[src/lfu_sru_pkg.sv]
// Package for the LFU slot replacement unit: sizes, slot entry type and sequencer states.
package lfu_sru_pkg;

  localparam int SLOT_COUNT = 20;
  localparam int IDX_W      = $clog2(SLOT_COUNT);
  localparam int CNT_W      = $clog2(SLOT_COUNT + 1);

  // field widths of the request, the result and the register
  localparam int ID_W     = 7;
  localparam int SLOT_W   = 5;
  localparam int USE_W    = 16;
  localparam int STAMP_W  = 32;
  localparam int CFG_W    = 5;
  localparam int PADDR_W  = 3;
  localparam int PDATA_W  = 32;

  localparam logic [CFG_W-1:0] SLOTS_RESET = CFG_W'(20);

  // register word address of slots_in_use
  localparam logic [PADDR_W-3:0] REG_SLOTS = '0;

  typedef struct packed {
    logic [ID_W-1:0]    owner;
    logic [USE_W-1:0]   uses;
    logic [STAMP_W-1:0] stamp;
  } slot_ent_t;

  typedef enum logic [1:0] {
    ST_IDLE,
    ST_SCAN,
    ST_LAST,
    ST_UPDATE
  } seq_state_t;

endpackage

[src/lfu_slot_replacement_unit.sv]
// Top level: LFU slot table with oldest-first tie break, scanned one slot per cycle.
//
// Usage:
//   Requests enter on in_valid/in_stall carrying in_candidate_id. Each request
//   returns exactly one result on out_valid/out_stall: hit flag, slot index,
//   evicted flag and id, and the use count after the update.
//   The slot table is a small memory read one slot per cycle. A single compare
//   unit walks slots 0..n-1 (n = active slot count) and tracks the first hit,
//   the first empty slot and the LFU victim at once; the update state then
//   writes the chosen slot and loads the result register. A new request is
//   taken only after the previous one has left the update state. The scan
//   reads one slot at a time through the one memory read port feeding the
//   compare unit.
//   If the receiver stalls, the result holds in the output register; the next
//   request may still be scanned, and its update waits until the old result
//   is taken.
//   Reset (synchronous, rst_n low) empties every slot through per-slot valid
//   bits, clears the request counter and sets slots_in_use to 20. No clearing
//   pass is needed. slots_in_use sits at byte address 0 of the APB port. The
//   user must write it only while no request is in flight; the block does not check.
module lfu_slot_replacement_unit
  import lfu_sru_pkg::*;
(
  input  logic               clk,
  input  logic               rst_n,
  // request channel
  input  logic               in_valid,
  output logic               in_stall,
  input  logic [ID_W-1:0]    in_candidate_id,
  // result channel
  output logic               out_valid,
  input  logic               out_stall,
  output logic               out_hit,
  output logic [SLOT_W-1:0]  out_slot_index,
  output logic               out_evicted_valid,
  output logic [ID_W-1:0]    out_evicted_id,
  output logic [USE_W-1:0]   out_use_count,
  // register port
  input  logic               psel,
  input  logic               penable,
  input  logic               pwrite,
  input  logic [PADDR_W-1:0] paddr,
  input  logic [PDATA_W-1:0] pwdata,
  output logic [PDATA_W-1:0] prdata,
  output logic               pready
);

  seq_state_t state_r, state_nxt;

  logic [CFG_W-1:0]   slots_r;
  logic [STAMP_W-1:0] item_cnt_r;

  // request context
  logic [ID_W-1:0]    id_r;
  logic [STAMP_W-1:0] now_r;
  logic [IDX_W-1:0]   last_r;

  // memory and read path
  slot_ent_t          mem [SLOT_COUNT];
  logic [SLOT_COUNT-1:0] vld_r;
  logic [IDX_W-1:0]   addr_r;
  logic [IDX_W-1:0]   eidx_r;
  logic               eval_r;
  slot_ent_t          rd_ent_r;
  logic               rd_vld_r;
  slot_ent_t          cur;

  // scan trackers
  logic               hit_fnd_r;
  logic [IDX_W-1:0]   hit_idx_r;
  logic [USE_W-1:0]   hit_uses_r;
  logic [STAMP_W-1:0] hit_stamp_r;
  logic               emp_fnd_r;
  logic [IDX_W-1:0]   emp_idx_r;
  logic [IDX_W-1:0]   vic_idx_r;
  slot_ent_t          vic_ent_r;

  // output register
  logic               out_valid_r;
  logic               out_hit_r;
  logic [SLOT_W-1:0]  out_slot_r;
  logic               out_ev_vld_r;
  logic [ID_W-1:0]    out_ev_id_r;
  logic [USE_W-1:0]   out_uses_r;

  // control
  logic               accept_in;
  logic               rd_en;
  logic               upd_go;
  logic               last_rd;
  logic [CNT_W-1:0]   n_act;
  logic               cfg_wr;

  // update path
  logic [IDX_W-1:0]   pos;
  logic [USE_W-1:0]   hit_uses_inc;
  slot_ent_t          wr_ent;
  logic               mem_we;
  logic               res_hit;
  logic               res_ev_vld;
  logic [ID_W-1:0]    res_ev_id;
  logic [USE_W-1:0]   res_uses;

  // ---------------------------------------------------------------------
  // register port
  assign pready = 1'b1;
  assign cfg_wr = psel && penable && pwrite && (paddr[PADDR_W-1:2] == REG_SLOTS);
  assign prdata = (paddr[PADDR_W-1:2] == REG_SLOTS) ? PDATA_W'(slots_r) : '0;

  always_ff @(posedge clk) begin
    if (!rst_n) begin
      slots_r <= SLOTS_RESET;
    end else if (cfg_wr) begin
      slots_r <= pwdata[CFG_W-1:0];
    end
  end

  // active slot count, clamped to 1..SLOT_COUNT
  always_comb begin
    if (slots_r == '0) begin
      n_act = CNT_W'(1);
    end else if (32'(slots_r) > SLOT_COUNT) begin
      n_act = CNT_W'(SLOT_COUNT);
    end else begin
      n_act = CNT_W'(slots_r);
    end
  end

  // ---------------------------------------------------------------------
  // sequencer
  assign accept_in = in_valid && !in_stall;
  assign last_rd   = (addr_r == last_r);
  assign upd_go    = (state_r == ST_UPDATE) && (!out_valid_r || !out_stall);

  always_ff @(posedge clk) begin
    if (!rst_n) begin
      state_r <= ST_IDLE;
    end else begin
      state_r <= state_nxt;
    end
  end

  always_comb begin
    state_nxt = state_r;
    unique case (state_r)
      ST_IDLE:   if (accept_in) state_nxt = ST_SCAN;
      ST_SCAN:   if (last_rd) state_nxt = ST_LAST;
      ST_LAST:   state_nxt = ST_UPDATE;
      ST_UPDATE: if (upd_go) state_nxt = ST_IDLE;
      default:   state_nxt = ST_IDLE;
    endcase
  end

  always_comb begin
    in_stall = 1'b1;
    rd_en    = 1'b0;
    unique case (state_r)
      ST_IDLE:   in_stall = 1'b0;
      ST_SCAN:   rd_en    = 1'b1;
      ST_LAST:   rd_en    = 1'b0;
      ST_UPDATE: rd_en    = 1'b0;
      default:   in_stall = 1'b1;
    endcase
  end

  // request context, read address and eval pipeline
  always_ff @(posedge clk) begin
    if (accept_in) begin
      id_r   <= in_candidate_id;
      now_r  <= item_cnt_r;
      last_r <= IDX_W'(n_act - CNT_W'(1));
    end
    if (accept_in) begin
      addr_r <= '0;
    end else if (rd_en) begin
      addr_r <= addr_r + IDX_W'(1);
    end
    eidx_r <= addr_r;
  end

  always_ff @(posedge clk) begin
    if (!rst_n) begin
      eval_r <= 1'b0;
    end else begin
      eval_r <= rd_en;
    end
  end

  // request counter, saturating
  always_ff @(posedge clk) begin
    if (!rst_n) begin
      item_cnt_r <= '0;
    end else if (accept_in && (item_cnt_r != '1)) begin
      item_cnt_r <= item_cnt_r + STAMP_W'(1);
    end
  end

  // ---------------------------------------------------------------------
  // slot memory: one write port, one registered read port
  always_ff @(posedge clk) begin
    if (mem_we) begin
      mem[pos] <= wr_ent;
    end
    if (rd_en) begin
      rd_ent_r <= mem[addr_r];
      rd_vld_r <= vld_r[addr_r];
    end
  end

  // a slot never written reads as empty
  always_ff @(posedge clk) begin
    if (!rst_n) begin
      vld_r <= '0;
    end else if (mem_we) begin
      vld_r[pos] <= 1'b1;
    end
  end

  assign cur = rd_vld_r ? rd_ent_r : '0;

  // ---------------------------------------------------------------------
  // shared compare unit: first hit, first empty, LFU victim
  always_ff @(posedge clk) begin
    if (accept_in) begin
      hit_fnd_r <= 1'b0;
      emp_fnd_r <= 1'b0;
    end else if (eval_r) begin
      if (!hit_fnd_r && (cur.owner == id_r)) begin
        hit_fnd_r   <= 1'b1;
        hit_idx_r   <= eidx_r;
        hit_uses_r  <= cur.uses;
        hit_stamp_r <= cur.stamp;
      end
      if (!emp_fnd_r && (cur.owner == '0)) begin
        emp_fnd_r <= 1'b1;
        emp_idx_r <= eidx_r;
      end
      // smaller count wins, then older stamp; ties keep the lower slot
      if ((eidx_r == '0) || (cur.uses < vic_ent_r.uses) ||
          ((cur.uses == vic_ent_r.uses) && (cur.stamp < vic_ent_r.stamp))) begin
        vic_idx_r <= eidx_r;
        vic_ent_r <= cur;
      end
    end
  end

  // ---------------------------------------------------------------------
  // update: pick the slot, write it, form the result
  assign hit_uses_inc = (hit_uses_r == '1) ? hit_uses_r : hit_uses_r + USE_W'(1);

  always_comb begin
    pos        = vic_idx_r;
    res_hit    = 1'b0;
    res_ev_vld = 1'b0;
    res_ev_id  = '0;
    res_uses   = USE_W'(1);
    wr_ent     = '{owner: id_r, uses: USE_W'(1), stamp: now_r};
    if (id_r == '0) begin
      // reserved id: no slot touched, all-zero result
      pos      = '0;
      res_uses = '0;
    end else if (hit_fnd_r) begin
      pos      = hit_idx_r;
      res_hit  = 1'b1;
      res_uses = hit_uses_inc;
      wr_ent   = '{owner: id_r, uses: hit_uses_inc, stamp: hit_stamp_r};
    end else if (emp_fnd_r) begin
      pos = emp_idx_r;
    end else begin
      res_ev_vld = 1'b1;
      res_ev_id  = vic_ent_r.owner;
    end
  end

  assign mem_we = upd_go && (id_r != '0);

  // result register
  always_ff @(posedge clk) begin
    if (!rst_n) begin
      out_valid_r <= 1'b0;
    end else if (upd_go) begin
      out_valid_r <= 1'b1;
    end else if (out_valid_r && !out_stall) begin
      out_valid_r <= 1'b0;
    end
  end

  always_ff @(posedge clk) begin
    if (upd_go) begin
      out_hit_r    <= res_hit;
      out_slot_r   <= SLOT_W'(pos);
      out_ev_vld_r <= res_ev_vld;
      out_ev_id_r  <= res_ev_id;
      out_uses_r   <= res_uses;
    end
  end

  assign out_valid         = out_valid_r;
  assign out_hit           = out_hit_r;
  assign out_slot_index    = out_slot_r;
  assign out_evicted_valid = out_ev_vld_r;
  assign out_evicted_id    = out_ev_id_r;
  assign out_use_count     = out_uses_r;

endmodule
[config.mk]
export PLATFORM = sky130hd
export DESIGN_NAME = lfu_slot_replacement_unit
export DESIGN_NICKNAME = d
export VERILOG_FILES = /design/src/lfu_sru_pkg.sv /design/src/lfu_slot_replacement_unit.sv
export SDC_FILE = /design/constraint.sdc
export NUM_CORES = 2
export LEC_CHECK = 0
export BUFFER_PORTS_ARGS = -buffer_cell sky130_fd_sc_hd__buf_2
export CELL_PAD_IN_SITES_DETAIL_PLACEMENT = 1
export CELL_PAD_IN_SITES_GLOBAL_PLACEMENT = 2
export CORE_MARGIN = 1.5
export CORE_UTILIZATION = 50
export CTS_CLUSTER_DIAMETER = 100
export CTS_CLUSTER_SIZE = 30
export DETAILED_ROUTE_END_ITERATION = 10
export GPL_ROUTABILITY_DRIVEN = 0
export GPL_TIMING_DRIVEN = 0
export PLACE_DENSITY_LB_ADDON = 0.1
export SETUP_SLACK_MARGIN = 0.4
export SYNTH_ARGS = -nofsm -noshare
export SYNTH_HDL_FRONTEND = slang
export SYNTH_SLANG_ARGS = --single-unit
[constraint.sdc]
create_clock -name clk -period 7.73 [get_ports clk]
set_input_delay 0.3865 -clock clk [delete_from_list [all_inputs] [get_ports clk]]
set_output_delay 0.3865 -clock clk [all_outputs]
set_load 0.1 [all_outputs]
* Word level (Yosys, flattened, before mapping)
Memory sizes are Yosys's and may differ from the RTL's. A register that Yosys moved wholly into a read port is not among the register bits. Cells that the tools add are included.
Operators by class: eq/ne operators 11, add/sub/neg operators 4, magnitude comparators 6, reductions and logical operators 35, muxes and demuxes 27, bitwise logic cells 4
Operator list (number):
- 48-bit two-way mux | 2
- 55-bit two-way mux | 1
- 32-bit by 1-bit adder with 32-bit output (second input constant) | 1
- 32-bit < comparator | 1
- 32-bit inequality test (second input constant) | 1
- 5-bit two-way mux | 6
- 20-bit OR | 1
- 16-bit by 1-bit adder with 16-bit output (second input constant) | 1
- 16-bit == test | 1
- 16-bit == test (second input constant) | 1
- 16-bit < comparator | 1
- 16-bit two-way mux | 1
- 7-bit zero test | 2
- 1-bit logical AND | 12
- 5-bit by 6-bit < comparator with 1-bit output (second input constant) | 2
- 3-bit AND reduction | 4
- 1-bit two-way mux | 11
- 5-bit zero test | 2
- 2-bit case mux with 4 select lines | 1
- 7-bit == test | 1
- 7-bit nonzero test | 1
- 2-bit two-way mux | 3
- 2-bit inequality test (second input constant) | 3
- 5-bit by 1-bit adder with 5-bit output (second input constant) | 1
- 16 further kinds | 26
Word-level totals: flip-flop bits (word level) 266, bits of input ports 49, output and inout port bits 65, memories kept 1, logic and storage cells 116, bits in writable memories 1100
Memories:
- mem | depth 20, bits a word 55, read ports 1, clocked after memory_dff 1, wr ports 1, RTL line lfu_slot_replacement_unit.sv:59 | slot_ent_t mem [SLOT_COUNT];

* Longest topological paths before layout
depth in word-level cells 8, gate-level depth with buffers 11, depth with buffers taken out 8

* Least setup slack after synthesis
No wires, ideal clock.
path type reg-to-reg, from register id_r[6], to register hit_idx_r[0] (enable), buffers on the path 0, required time 7.132 ns, arrival time 6.295 ns, setup slack 0.837 ns, cell stages (with the launch flop) 6, path through edfxtp_1 > xnor2_1 > nand3_1 > o21ai_0 > a22oi_1 > nor4_1
Between the ends: word-level cells in the longest chain between the ends 3
Ends and longest elaborated chain:
- start, declared | RTL line lfu_slot_replacement_unit.sv:54 | logic [ID_W-1:0] id_r;
- start signal, assigned | RTL line lfu_slot_replacement_unit.sv:169 | id_r <= in_candidate_id;
- 7-bit == test | RTL line lfu_slot_replacement_unit.sv:228 | if (!hit_fnd_r && (cur.owner == id_r)) begin
- 1-bit logical AND | RTL line lfu_slot_replacement_unit.sv:228
- 3-bit AND reduction (no line)
- end signal, assigned | RTL line lfu_slot_replacement_unit.sv:230 | hit_idx_r <= eidx_r;
- end, declared | RTL line lfu_slot_replacement_unit.sv:70 | logic [IDX_W-1:0] hit_idx_r;
No other way between the ends. A chain may end at the register's enable or synchronous reset.

==> impl_metrics.yaml <==
logic_synthesis:
  synth_top_area_share_pct: 73.0
  synth_adder_area_share_pct: 1.26
  netlist_top_cells_area: "edfxtp_1, mux4_2, dfxtp_1"
  synth-simple-area-share_pct: 3.20
  ys_types: 58
  ys_seq_area_share_pct: 75.6
  avgSynthCellArea_sq_um: 21.1
  synth-edff-count: 1348
  syn_inst: 2623
  synth-xor-area-share_pct: 0.790
  synthesis.area_sq_mm: 0.0554
  async_reset_ff_share_pct: 0
  synth_top_family_by_area: "multiplexers"
  synthFlopType: "edfxtp_1"
  yosys_warnings: 0
  synth-compound-area-share_pct: 1.33
  yosysTopAreaCell: "edfxtp_1"
  synth_seq_cells: 1421
  synth_mux_area_share_pct: 15.8
floorplan:
  die_x_microns: 336
  dieArea_sq_mm: 0.113
  die_y_microns: 336
  rows: 121
  coreArea_sq_mm: 0.109
  io_pins: 114
  start_util_pct: 50.6
detailed_routing:
  ant_nets: 0
  firstDrtPassIters: 5
  drc: 0
  drtIter0Drc: 2760
  vias_per_cell: 6.10
  vias: 26649
  drt_wl_total_microns: 142000
  routedWlPerCell_microns: 32.5
global_route:
  track_usage_pct: 25.7
  grt_max_degree: 34
  grt_pass1_vias: 27551
  antenna_found_initial: 7
  grt_pass1_wl_microns: 203000
  grt_overflow: 0
timing:
  worst_clock_skew_ns: 0.0363
  period_share_pct: 79.2
  relSlewSlack_pct: 8.54
  tightest_slew_ns: 1.37
  fmax_mhz: 163
  finalHoldViolations: 0
  setup_viol: 0
  drv_slew: 0
  post-route-min-period_ns: 6.12
  rsz0062_at_grt: "false"
  hold_ws_ns: 0.0921
  fin_tns_setup_ns: 0
layout:
  n_fill_cell: 9349
  area_growth_pct: 10.1
  drive_above_1_share_pct: 24.7
  stdcell_count: 4371
  final_nets: 2954
  seq_area_sq_mm: 0.0419
  multiInputGateArea_sq_mm: 0.0127
  stdcell_area_sq_mm: 0.0610
hold_path:
  hold_class: "input pin to register"
critical_path:
  cpMostUsedCell: "clkbuf_1"
  slowest_delay_ns: 1.07
  cp-end-kind: "register"
  required_ns: 8.19
  crit_path_start: "rd_vld_r$_DFFE_PP_"
  critPathBufInv: 4
  path_delay_family: "buffers and inverters"
  critPathSlowestCell: "clkbuf_1"
  cp.depth: 11
  cp_max_fo: 20
  crit-reg2reg-capture: "vic_idx_r[0]$_DFFE_PP_"
  cp.arrival_ns: 6.58
  cp-endpoint: "vic_idx_r[0]$_DFFE_PP_"
  r2r_start: "rd_vld_r$_DFFE_PP_"
  r2r_cells: 11
  worst_setup_path_start_kind: "register"
  path_cells: "clkbuf_1, clkbuf_1, clkbuf_1, and2_1, ha_1, nand4_1, nor2_1, o21ai_0, a2111oi_0, o22ai_4, buf_12"
  path_class: "register to register"
  rrSetupSlack_ns: 1.61
pwr:
  power_frac_seq_pct: 55.2
  powerDensity_mw_per_mm2: 274
  p_int_mw: 12.0
  p_switching_mw: 4.74
  peakVddDrop_uv: 181
  pwr-share-clk_pct: 21.9
  p_leak_nw: 19.2
  p_comb_share_pct: 22.9
  p_sw_share_pct: 28.4
placement:
  place_area_sq_mm: 0.0592
  port_buffers: 55
  placed_cells: 4254
  place_hpwl_microns: 92900
clocking:
  htree_levels: 2
  clk_path_buf_depth: 3
  ctsResizeCount: 0
  insertion_delay_ns: 0.72
  numCtsBuffers: 54
  root_buffer: "clkbuf_16"
  numClockSinks: 1421
  clk_pin_slew_ns: 0.11
  cts_tree: "done"
status:
  status: "complete, no violations"
flow_run:
  maxCapViolCount: 0
how the worst min path moves through the flow:
stage                     cells past startpoint                    from  slack, ns                     to
final                                         2                   rst_n       0.09  vld_r[2]$_SDFFE_PN0P_
after global routing                          2                   rst_n       0.13  vld_r[2]$_SDFFE_PN0P_
after CTS                                     2                   rst_n       0.06  vld_r[2]$_SDFFE_PN0P_
after detailed placement                      0  addr_r[2]$_SDFFE_PP0P_       0.34      eidx_r[2]$_DFF_P_
after global placement                        0  addr_r[4]$_SDFFE_PP0P_       0.33      eidx_r[4]$_DFF_P_
after floorplan                               0  addr_r[2]$_SDFFE_PP0P_       0.33      eidx_r[2]$_DFF_P_
power by group through the flow:
stage	Sequential, mW	Clock (mW)	Combinational (mW)
after CTS	9.23	3.74	3.88
after global placement	9.43	0	3.66
after detailed placement	9.40	0	3.86
final	9.23	3.67	3.83
after floorplan	9.44	0	2.48
after global routing	9.26	3.93	4.08
state kept, by name, summed over array words and instances, names as in the netlist, 7 cells and up:
register / count
hit_stamp_r: 32
hit_uses_r: 16
id_r: 7
item_cnt_r: 32
mem: 1100
now_r: 32
out_evicted_id: 7
out_use_count: 16
rd_ent_r: 55
vic_ent_r: 55
vld_r: 20
worst reg2reg max path, stage by stage (launching register included):
cell,delay (ns)
edfxtp_1,0.58
clkbuf_1,0.41
clkbuf_1,0.81
clkbuf_1,1.08
and2_1,0.34
ha_1,0.20
nand4_1,0.16
nor2_1,0.34
o21ai_0,0.39
a2111oi_0,0.84
o22ai_4,0.42
buf_12,0.30
metal layers:
layer | vias to the layer above | track usage [%] | routed length, microns
met5 | - | 0 | 0
met4 | 0 | 7.01 | 3790
met3 | 167 | 3.28 | 8540
met2 | 901 | 42.7 | 70400
met1 | 14556 | 36.3 | 59400
li1 | 11025 | - | -
what timing repair did:
item,in CTS,in global routing
hold endpoints to repair,13,0
hold buffers,13,0
setup buffers,0,0
Yosys cell counts (6+ instances only):
cell type	number
a21oi_1	32
a31oi_1	9
and2_1	92
and3_1	8
buf_2	12
buf_4	32
buf_6	16
buf_8	6
clkbuf_1	66
dfxtp_1	73
edfxtp_1	1348
ha_1	56
inv_1	63
mux2_2	91
mux2i_1	13
mux4_1	6
mux4_2	330
nand2_1	50
nand3_1	27
nand4_1	22
nor2_1	74
nor2b_1	8
nor3_1	22
o21a_1	21
o21ai_0	26
or3_1	6
xnor2_1	33
xor2_1	17
placed cells by master (no fill, tap or decap), types with 21 or more instances in the layout:
cell       instances
nand3_1           27
nand2_1           50
buf_12            62
a21oi_1           31
clkbuf_1         104
o21ai_0           26
o21a_1            21
nand4_1           22
clkbuf_16         55
nor3_1            21
xnor2_1           33
and2_1            92
ha_1              55
edfxtp_1        1348
mux4_2           330
conb_1            28
nor2_1            54
mux2_2            91
buf_2             68
buf_4             39
inv_1             61
dfxtp_1           73
cells by family after synthesis:
| group | count (synthesis) |
|---|---|
| AOI/OAI and AO/OA | 117 |
| xor gates and xnor gates | 50 |
| adders and majority gates | 56 |
| buffers and inverters | 201 |
| DFF | 1421 |
| muxes | 440 |
| other | 2 |
| and+or+nand+nor | 336 |
final cells by class:
class                   instances  share of cell area [%]
flip-flops and latches       1421                    68.7
clock buffers                  94                    2.50
well taps                    1476                    3.03
plain buffers                 138                    1.41
diodes                          1                 0.00410
multi-input cells            1027                    20.8
inverters                      63                   0.388
repair buffers                144                    3.00
clock inverters                 7                   0.123
stage by stage:
step	power (mW)	util (%)	setup WS, ns
3_3_place_gp	13.1	52.7	-5.18
5_1_grt	17.3	55.7	1.41
3_5_place_dp	13.3	54.1	1.63
2_1_floorplan	11.9	-	0.837
6_report	16.7	55.8	1.61
4_1_cts	16.8	55.7	1.58
No activity file was read; power rests on OpenSTA's default activity.
